===== src/design/aidp_pkg.sv =====
// Shared constants, command and status types for the array insert/delete unit.
package aidp_pkg;

  localparam int CAPACITY  = 32;
  localparam int WORD_BITS = 32;

  // Width that holds an entry count from zero up to CAPACITY.
  localparam int CNT_W = $clog2(CAPACITY + 1);
  // Width that addresses one entry.
  localparam int IDX_W = (CAPACITY > 1) ? $clog2(CAPACITY) : 1;
  // Width for comparing a position against the count without overflow.
  localparam int CMP_W = ((CNT_W > 6) ? CNT_W : 6) + 1;

  localparam int POS_W  = 6;
  localparam int DATA_W = 32;
  localparam int STAT_W = 3;

  localparam logic OP_INSERT = 1'b0;
  localparam logic OP_DELETE = 1'b1;

  localparam logic [STAT_W-1:0] ST_ELEMENT    = 3'd0;
  localparam logic [STAT_W-1:0] ST_EMPTY      = 3'd1;
  localparam logic [STAT_W-1:0] ST_BAD_INSERT = 3'd2;
  localparam logic [STAT_W-1:0] ST_BAD_DELETE = 3'd3;
  localparam logic [STAT_W-1:0] ST_FULL       = 3'd4;

  // Kind of result the controller asks the datapath to register.
  localparam logic [1:0] KIND_ELEM  = 2'd0;
  localparam logic [1:0] KIND_EMPTY = 2'd1;
  localparam logic [1:0] KIND_ERROR = 2'd2;

  typedef logic [WORD_BITS-1:0] word_t;

  typedef struct packed {
    logic       load;
    logic       apply;
    logic       idx_clr;
    logic       idx_inc;
    logic       out_load;
    logic [1:0] out_kind;
  } aidp_cmd_t;

  typedef struct packed {
    logic op_err;
    logic out_free;
    logic count_zero;
    logic idx_last;
  } aidp_stat_t;

  // Stored word: low WORD_BITS bits of the sign-extended input.
  function automatic word_t to_word(input logic signed [DATA_W-1:0] v);
    return WORD_BITS'(v);
  endfunction

  // Output element: stored word sign-extended, then cut to the field width.
  function automatic logic signed [DATA_W-1:0] to_elem(input word_t w);
    return DATA_W'(signed'(w));
  endfunction

endpackage


===== src/design/aidp_if.sv =====
// Handshake interfaces for the input and result channels.
interface aidp_in_if;
  logic                                 valid;
  logic                                 ready;
  logic                                 op;
  logic [aidp_pkg::POS_W-1:0]           position;
  logic signed [aidp_pkg::DATA_W-1:0]   value;

  modport source (output valid, op, position, value, input ready);
  modport sink   (input valid, op, position, value, output ready);
endinterface

interface aidp_out_if;
  logic                                 valid;
  logic                                 ready;
  logic [aidp_pkg::STAT_W-1:0]          status;
  logic signed [aidp_pkg::DATA_W-1:0]   element;
  logic                                 last;

  modport source (output valid, status, element, last, input ready);
  modport sink   (input valid, status, element, last, output ready);
endinterface


===== src/design/aidp_ctrl.sv =====
// Controller state machine: accepts an item, applies it and sequences the results.
module aidp_ctrl (
  input  logic                  clk,
  input  logic                  rst_n,
  input  logic                  in_valid,
  output logic                  in_ready,
  input  aidp_pkg::aidp_stat_t  stat,
  output aidp_pkg::aidp_cmd_t   cmd
);

  localparam logic [1:0] S_IDLE = 2'd0;
  localparam logic [1:0] S_EXEC = 2'd1;
  localparam logic [1:0] S_EMIT = 2'd2;

  logic [1:0] state_r, state_nxt;

  always_ff @(posedge clk) begin
    if (!rst_n) begin
      state_r <= S_IDLE;
    end else begin
      state_r <= state_nxt;
    end
  end

  assign in_ready = (state_r == S_IDLE);

  always_comb begin
    state_nxt    = state_r;
    cmd          = '0;
    cmd.out_kind = aidp_pkg::KIND_ELEM;
    case (state_r)
      S_IDLE: begin
        if (in_valid) begin
          cmd.load  = 1'b1;
          state_nxt = S_EXEC;
        end
      end
      S_EXEC: begin
        if (stat.op_err) begin
          if (stat.out_free) begin
            cmd.out_load = 1'b1;
            cmd.out_kind = aidp_pkg::KIND_ERROR;
            state_nxt    = S_IDLE;
          end
        end else begin
          cmd.apply   = 1'b1;
          cmd.idx_clr = 1'b1;
          state_nxt   = S_EMIT;
        end
      end
      S_EMIT: begin
        if (stat.out_free) begin
          cmd.out_load = 1'b1;
          if (stat.count_zero) begin
            cmd.out_kind = aidp_pkg::KIND_EMPTY;
            state_nxt    = S_IDLE;
          end else begin
            cmd.out_kind = aidp_pkg::KIND_ELEM;
            cmd.idx_inc  = 1'b1;
            if (stat.idx_last) begin
              state_nxt = S_IDLE;
            end
          end
        end
      end
      default: begin
        state_nxt = S_IDLE;
      end
    endcase
  end

endmodule


===== src/design/aidp_dp.sv =====
// Datapath: entry registers, count, position checks and the output register.
module aidp_dp (
  input  logic                                clk,
  input  logic                                rst_n,
  input  aidp_pkg::aidp_cmd_t                 cmd,
  output aidp_pkg::aidp_stat_t                stat,
  input  logic                                in_op,
  input  logic [aidp_pkg::POS_W-1:0]          in_position,
  input  logic signed [aidp_pkg::DATA_W-1:0]  in_value,
  output logic                                out_valid,
  input  logic                                out_ready,
  output logic [aidp_pkg::STAT_W-1:0]         out_status,
  output logic signed [aidp_pkg::DATA_W-1:0]  out_element,
  output logic                                out_last
);

  aidp_pkg::word_t                    entries_r [aidp_pkg::CAPACITY];
  logic [aidp_pkg::CNT_W-1:0]         count_r;
  logic [aidp_pkg::CNT_W-1:0]         rd_idx_r;
  logic                               op_r;
  logic [aidp_pkg::POS_W-1:0]         pos_r;
  aidp_pkg::word_t                    word_r;

  logic                               out_valid_r;
  logic [aidp_pkg::STAT_W-1:0]        out_status_r;
  logic signed [aidp_pkg::DATA_W-1:0] out_element_r;
  logic                               out_last_r;

  logic [aidp_pkg::CMP_W-1:0]         pos_w, cnt_w, pos_m1;
  logic                               bad_ins, bad_del, is_full;
  logic [aidp_pkg::STAT_W-1:0]        err_code;
  logic                               idx_last;

  always_comb begin
    pos_w   = aidp_pkg::CMP_W'(pos_r);
    cnt_w   = aidp_pkg::CMP_W'(count_r);
    pos_m1  = pos_w - aidp_pkg::CMP_W'(1);
    bad_ins = (pos_w == '0) || (pos_w > cnt_w + aidp_pkg::CMP_W'(1));
    bad_del = (pos_w == '0) || (pos_w > cnt_w);
    is_full = (cnt_w == aidp_pkg::CMP_W'(aidp_pkg::CAPACITY));
    if (op_r == aidp_pkg::OP_INSERT) begin
      err_code = bad_ins ? aidp_pkg::ST_BAD_INSERT : aidp_pkg::ST_FULL;
    end else begin
      err_code = aidp_pkg::ST_BAD_DELETE;
    end
  end

  assign idx_last        = (rd_idx_r + aidp_pkg::CNT_W'(1) == count_r);
  assign stat.op_err     = (op_r == aidp_pkg::OP_INSERT) ? (bad_ins || is_full) : bad_del;
  assign stat.out_free   = !out_valid_r || out_ready;
  assign stat.count_zero = (count_r == '0);
  assign stat.idx_last   = idx_last;

  always_ff @(posedge clk) begin
    if (cmd.load) begin
      op_r   <= in_op;
      pos_r  <= in_position;
      word_r <= aidp_pkg::to_word(in_value);
    end
  end

  // Every entry picks its neighbor, the new word or itself on an apply command.
  for (genvar i = 0; i < aidp_pkg::CAPACITY; i++) begin : g_entry
    localparam logic [aidp_pkg::CMP_W-1:0] IPOS = aidp_pkg::CMP_W'(i);
    always_ff @(posedge clk) begin
      if (cmd.apply) begin
        if (op_r == aidp_pkg::OP_INSERT) begin
          if (IPOS == pos_m1) begin
            entries_r[i] <= word_r;
          end else if (IPOS > pos_m1) begin
            entries_r[i] <= entries_r[(i > 0) ? i - 1 : 0];
          end
        end else if (IPOS >= pos_m1 && i < aidp_pkg::CAPACITY - 1) begin
          entries_r[i] <= entries_r[(i < aidp_pkg::CAPACITY - 1) ? i + 1 : i];
        end
      end
    end
  end

  always_ff @(posedge clk) begin
    if (!rst_n) begin
      count_r     <= '0;
      rd_idx_r    <= '0;
      out_valid_r <= 1'b0;
    end else begin
      if (cmd.apply) begin
        if (op_r == aidp_pkg::OP_INSERT) begin
          count_r <= count_r + aidp_pkg::CNT_W'(1);
        end else begin
          count_r <= count_r - aidp_pkg::CNT_W'(1);
        end
      end
      if (cmd.idx_clr) begin
        rd_idx_r <= '0;
      end else if (cmd.idx_inc) begin
        rd_idx_r <= rd_idx_r + aidp_pkg::CNT_W'(1);
      end
      if (cmd.out_load) begin
        out_valid_r <= 1'b1;
      end else if (out_ready) begin
        out_valid_r <= 1'b0;
      end
    end
  end

  always_ff @(posedge clk) begin
    if (cmd.out_load) begin
      case (cmd.out_kind)
        aidp_pkg::KIND_ELEM: begin
          out_status_r  <= aidp_pkg::ST_ELEMENT;
          out_element_r <= aidp_pkg::to_elem(entries_r[rd_idx_r[aidp_pkg::IDX_W-1:0]]);
          out_last_r    <= idx_last;
        end
        aidp_pkg::KIND_EMPTY: begin
          out_status_r  <= aidp_pkg::ST_EMPTY;
          out_element_r <= '0;
          out_last_r    <= 1'b1;
        end
        default: begin
          out_status_r  <= err_code;
          out_element_r <= '0;
          out_last_r    <= 1'b1;
        end
      endcase
    end
  end

  assign out_valid   = out_valid_r;
  assign out_status  = out_status_r;
  assign out_element = out_element_r;
  assign out_last    = out_last_r;

endmodule


===== src/design/array_insert_delete_at_position_unit.sv =====
// Top level of the ordered-list unit with insert and delete at a 1-based position.
// An item is accepted, checked and the list shifted, then the results follow one per
// cycle while the output register is free: every entry in order for a successful
// operation, a single status for an error and one for an emptied list. A new item is
// accepted only after the last result of the one before it is registered.
// Reset (synchronous, active low) empties the list and drops any pending result.
module array_insert_delete_at_position_unit (
  input  logic       clk,
  input  logic       rst_n,
  aidp_in_if.sink    in_ch,
  aidp_out_if.source out_ch
);

  // Command and status bundles between the controller and the datapath.
  aidp_pkg::aidp_cmd_t  cmd;
  aidp_pkg::aidp_stat_t stat;

  // The controller owns the input handshake and decides, cycle by cycle,
  // which result the datapath registers next.
  aidp_ctrl u_ctrl (
    .clk      (clk),
    .rst_n    (rst_n),
    .in_valid (in_ch.valid),
    .in_ready (in_ch.ready),
    .stat     (stat),
    .cmd      (cmd)
  );

  // The datapath holds the entries and count, checks the position, shifts the
  // list on an apply command and drives the output register.
  aidp_dp u_dp (
    .clk         (clk),
    .rst_n       (rst_n),
    .cmd         (cmd),
    .stat        (stat),
    .in_op       (in_ch.op),
    .in_position (in_ch.position),
    .in_value    (in_ch.value),
    .out_valid   (out_ch.valid),
    .out_ready   (out_ch.ready),
    .out_status  (out_ch.status),
    .out_element (out_ch.element),
    .out_last    (out_ch.last)
  );

endmodule


===== src/flat_wrapper.sv =====
// flat-port wrapper written by rule: the top's interface ports become plain ports
module array_insert_delete_at_position_unit_flat 
  (clk, rst_n, in_ch_valid, in_ch_op, in_ch_position, in_ch_value, in_ch_ready, out_ch_valid, out_ch_status, out_ch_element, out_ch_last, out_ch_ready);
  aidp_in_if in_ch_i ();
  aidp_out_if out_ch_i ();
  input  logic clk;
  input  logic rst_n;
  input wire logic [$bits(in_ch_i.valid)-1:0] in_ch_valid;
  input wire logic [$bits(in_ch_i.op)-1:0] in_ch_op;
  input wire logic [$bits(in_ch_i.position)-1:0] in_ch_position;
  input wire logic [$bits(in_ch_i.value)-1:0] in_ch_value;
  output wire logic [$bits(in_ch_i.ready)-1:0] in_ch_ready;
  output wire logic [$bits(out_ch_i.valid)-1:0] out_ch_valid;
  output wire logic [$bits(out_ch_i.status)-1:0] out_ch_status;
  output wire logic [$bits(out_ch_i.element)-1:0] out_ch_element;
  output wire logic [$bits(out_ch_i.last)-1:0] out_ch_last;
  input wire logic [$bits(out_ch_i.ready)-1:0] out_ch_ready;
  assign in_ch_i.valid = in_ch_valid;
  assign in_ch_i.op = in_ch_op;
  assign in_ch_i.position = in_ch_position;
  assign in_ch_i.value = in_ch_value;
  assign in_ch_ready = in_ch_i.ready;
  assign out_ch_valid = out_ch_i.valid;
  assign out_ch_status = out_ch_i.status;
  assign out_ch_element = out_ch_i.element;
  assign out_ch_last = out_ch_i.last;
  assign out_ch_i.ready = out_ch_ready;
  array_insert_delete_at_position_unit u_core (.clk(clk), .rst_n(rst_n), .in_ch(in_ch_i), .out_ch(out_ch_i));
endmodule

===== config.mk =====
export PLATFORM = sky130hd
export DESIGN_NAME = array_insert_delete_at_position_unit_flat
export DESIGN_NICKNAME = d
export VERILOG_FILES = /design/src/design/aidp_pkg.sv /design/src/design/aidp_if.sv /design/src/design/aidp_ctrl.sv /design/src/design/aidp_dp.sv /design/src/design/array_insert_delete_at_position_unit.sv /design/src/flat_wrapper.sv
export SDC_FILE = /design/constraint.sdc
export NUM_CORES = 2
export LEC_CHECK = 0
export BUFFER_PORTS_ARGS = -buffer_cell sky130_fd_sc_hd__buf_4
export CAP_MARGIN = 40
export CORE_MARGIN = 10
export CORE_UTILIZATION = 55
export DETAILED_ROUTE_END_ITERATION = 6
export PLACE_DENSITY = 0.76
export SYNTH_ARGS = -nofsm -noshare
export SYNTH_HDL_FRONTEND = slang
export SYNTH_SLANG_ARGS = --single-unit
export TNS_END_PERCENT = 1

===== constraint.sdc =====
create_clock -name clk -period 5.5 [get_ports clk]
set_input_delay 0.275 -clock clk [delete_from_list [all_inputs] [get_ports clk]]
set_output_delay 0.275 -clock clk [all_outputs]
set_load 0.02 [all_outputs]

==> flow_summary_export.csv <==
group,metric,value,unit
floorplanning,coreArea,0.1217,sq mm
synth,yosysSeqAreaShare,0.4947,
critical_path,critical_path_class,"flop to flop",
critical_path,crit_buf_inv,3,
critical_path,worst_setup_path_end_kind,"flop",
power_and_ir_drop,power_density,317.3,mW/mm^2
synth,ys.flop_type,"edfxtp_1",
critical_path,crit_path_frequent_cell,"buf_4",
clock_tree,cts_buffers,120,
synth,yosysWarnings,0,
synth,async_reset_ff_frac,0,
critical_path,cp.depth,9,
sta,fin_crit_sh,0.8614,
power_and_ir_drop,p_clk_frac,0.337,
global_routing,grt_overflow,0,
critical_path,crit_start,"u_core.u_dp.pos_r[0]$_DFFE_PP_",
power_and_ir_drop,p_leak,0.02246,uW
synth,synth_edf_count,1099,
sta,whs,98.47,ps
sta,slew_viol_final,0,
clock_tree,insertion_delay,760,ps
critical_path,worstPathMaxFanout,47,
drt,viasPerCell,7.693,
critical_path,crit_end,"u_core.u_dp.entries_r[17][1]$_DFFE_PP_",
synth,synthCells,5867,
critical_path,cp.required,6040,ps
critical_path,critPathMaxStageDelay,880,ps
power_and_ir_drop,p_sw,7372,uW
global_routing,grt_pass1_vias,55390,
power_and_ir_drop,p_int,16120,uW
final_layout,final-instance-count-excl-fill,7365,
sta,finalHoldViolCount,0,
floorplanning,start_util,0.5531,
clock_tree,clock-root-buffer,"clkbuf_16",
sta,fin_tns_setup,0,ps
placement,globalplace.congestion,0.9792,
power_and_ir_drop,ir_drop,293.0,uV
run_status,status,"finished, final reports clean",
critical_path,r2r_start,"u_core.u_dp.pos_r[0]$_DFFE_PP_",
synth,synthTopCellsByArea,"edfxtp_1 (49%), mux4_2 (11%), mux2i_1 (3.9%)",
critical_path,cpMaxStageDelayCell,"and3_2",
final_layout,final_util,0.6082,
global_routing,grt_pass1_wl,345.9,mm
floorplanning,die_w,369.9,um
clock_tree,cts_tree,"built",
final_layout,stdcell_area,0.07403,sq mm
drt,drc,0,
synth,synth.distinct_cells,84,
floorplanning,io_pins,81,
synth,syn-num-nets,5937,
drt,drt_iter0_drc,9232,
drt,first_pass_iters,6,
clock_tree,cts_hold_buf,41,
clock_tree,post_cts_buffers,0,
drt,wire_per_inst,30.82,um
global_routing,grt_max_degree,195,
final_layout,drive_above_1_share,0.1917,
placement,dp_hpwl,146.1,mm
placement,placed_area,0.06992,sq mm
synth,yosys.area.top_type,"edfxtp_1",
floorplanning,die-height,369.9,um
sta,tightest_slew,1042,ps
min_path,whs_path_depth,4,
clock_tree,h-tree-depth,3,
clock_tree,cts-resized-gates,0,
sta,finalClockSkew,44.05,ps
critical_path,cp-start-kind,"flop",
drt,drtAntennaViolNets,0,
global_routing,grt.total_usage,0.3214,
critical_path,arrival,5280,ps
critical_path,r2r-end,"u_core.u_dp.entries_r[17][1]$_DFFE_PP_",
synth,syn-cell-area,0.06732,sq mm
sta,timing.fmax,211.1,MHz
min_path,worstHoldPathType,"input port to flop",
power_and_ir_drop,combPwrFrac,0.217,
sta,finalSetupViolations,0,
clock_tree,clockBufferDepth,3,
final_layout,fillers,9445,
floorplanning,die-area,0.1368,sq mm
critical_path,cp_top_family,"simple AND/OR/NAND/NOR gates",
drt,drt-total-wl,227.0,mm
synth,syn_area_per_cell,11.47,sq um
global_routing,antenna_found_initial,3,
placement,place_inst,7106,
drt,vias,56660,
synth,synth_seq_cells,1114,
run,maxCapViolCount,0,
final_layout,area_growth,9.960,%
sta,finalCriticalPeriod,4738,ps
power_and_ir_drop,p_sw_frac,0.3139,
critical_path,crit_chain,"inv_1 -> ha_1 -> nor3b_2 -> buf_4 -> mux2i_1 -> and3_2 -> buf_4 -> o41ai_1 -> a221oi_1",
critical_path,rr_worst_depth,9,
sta,rsz0062_at_grt,"false",
placement,port_buffers,80,
clock_tree,cts_num_sinks,1114,
power_and_ir_drop,pwr-share-seq,0.446,
sta,max_slew_margin,0.3055,
synth,yosysTopAreaCellShare,0.4902,
final_layout,nets,5714,
critical_path,reg2reg_slack,760,ps
clock_tree,cts.clk_slew.worst_paths,70,ps
floorplanning,row_count,128,
==> power by group through the flow <==
stage | Clock (uW) | Combinational [uW] | Sequential [uW]
floorplan | 0 | 3110 | 10500
global placement | 0 | 4650 | 10600
global route | 8230 | 5350 | 10500
finish | 7910 | 5100 | 10500
detailed placement | 0 | 4870 | 10600
CTS | 7900 | 4920 | 10500
==> sequential cells by signal (all words and copies together) (netlist names) <==
name and cells:
u_core.u_dp.entries_r 1024, u_core.u_dp.out_status 3, u_core.u_ctrl.state_r 2, u_core.u_dp.count_r 6
u_core.u_dp.out_last 1, u_core.u_dp.op_r 1, u_core.u_dp.out_element 32, u_core.u_dp.rd_idx_r 6
u_core.u_dp.out_valid 1, u_core.u_dp.word_r 32, u_core.u_dp.pos_r 6
==> synth_stat cells (all sizes together), types with 97 or more instances <==
master / number
a31oi: 392
mux2: 321
a21oi: 102
mux2i: 260
edfxtp: 1099
mux4: 320
nor3: 210
nor4: 97
o21ai: 527
nor2: 166
buf: 128
nand2: 573
clkbuf: 580
nand3: 380
==> logic make-up (layout without fill, tap and decap cells) <==
logic type,Yosys count,after routing,share of synthesized area
adders and majority gates,27,27,0.005130
AOI/OAI and AO/OA,1476,1476,0.1446
buffers and inverters,769,641,0.04611
muxes,901,901,0.1994
xor gates and xnor gates,25,25,0.003252
other,0,1,0
DFF,1114,1114,0.4947
and+or+nand+nor,1555,1555,0.1068
==> final cells by class <==
type / count / area [sq um] / share of cell area
diodes: 1 / 2.502 / 0.00003380
clock buffers: 152 / 3208 / 0.04334
clock inverters: 65 / 485.5 / 0.006558
inverters: 61 / 229.0 / 0.003093
multi-input cells: 3984 / 31500 / 0.4255
flip-flops and latches: 1114 / 33320 / 0.4501
well taps: 1625 / 2033 / 0.02747
repair buffers: 363 / 3252 / 0.04393
==> placed cells by master (no fill, tap or decap), types with 35 or more instances in the layout <==
cell	count
o21ai_0	470
inv_1	58
nor2_1	149
buf_4	287
clkbuf_16	124
mux4_2	320
nand3_1	376
o311ai_0	64
mux2_2	197
a21oi_1	85
nand2_1	572
dlygate4sd3_1	41
nor4_1	96
a211oi_1	35
mux2i_1	260
nor3_1	205
a31oi_1	388
and3_1	67
edfxtp_1	1099
a2bb2oi_1	65
o21ai_1	51
a32oi_1	64
mux2_1	124
==> routing by layer <==
layer,wire (um),vias to the layer above,global-route usage,share of wire
li1,-,22770,-,-
met1,78970,27660,0.4188,0.35
met2,102200,5139,0.4861,0.45
met3,29020,1081,0.07162,0.13
met4,16820,4,0.2037,0.074
met5,25,-,0,0.00011
==> worst reg2reg max path, cell delays in order (launching register included) <==
cell and delay, ps:
edfxtp_1 670, inv_1 290, ha_1 630, nor3b_2 380, buf_4 210, mux2i_1 690
and3_2 880, buf_4 380, o41ai_1 90, a221oi_1 320
==> how the worst min path moves through the flow <==
stage	from	end	slack [ps]
floorplan	in_ch_op	u_core.u_dp.op_r$_DFFE_PP_	370
finish	in_ch_valid	u_core.u_ctrl.state_r[1]$_SDFFE_PN0P_	100
global placement	in_ch_value[11]	u_core.u_dp.word_r[11]$_DFFE_PP_	450
global route	in_ch_valid	u_core.u_ctrl.state_r[1]$_SDFFE_PN0P_	140
CTS	in_ch_valid	u_core.u_ctrl.state_r[1]$_SDFFE_PN0P_	60
detailed placement	in_ch_position[5]	u_core.u_dp.pos_r[5]$_DFFE_PP_	450
==> per-stage QoR <==
stage / setup WS (ps) / total power (uW)
4_1_cts: 880.5 / 23280
3_3_place_gp: 920.7 / 15280
6_report: 762.4 / 23490
5_1_grt: 429.2 / 24100
3_5_place_dp: 905.8 / 15510
2_1_floorplan: 303.3 / 13650
Note: power is estimated with default switching activity, not from simulation.
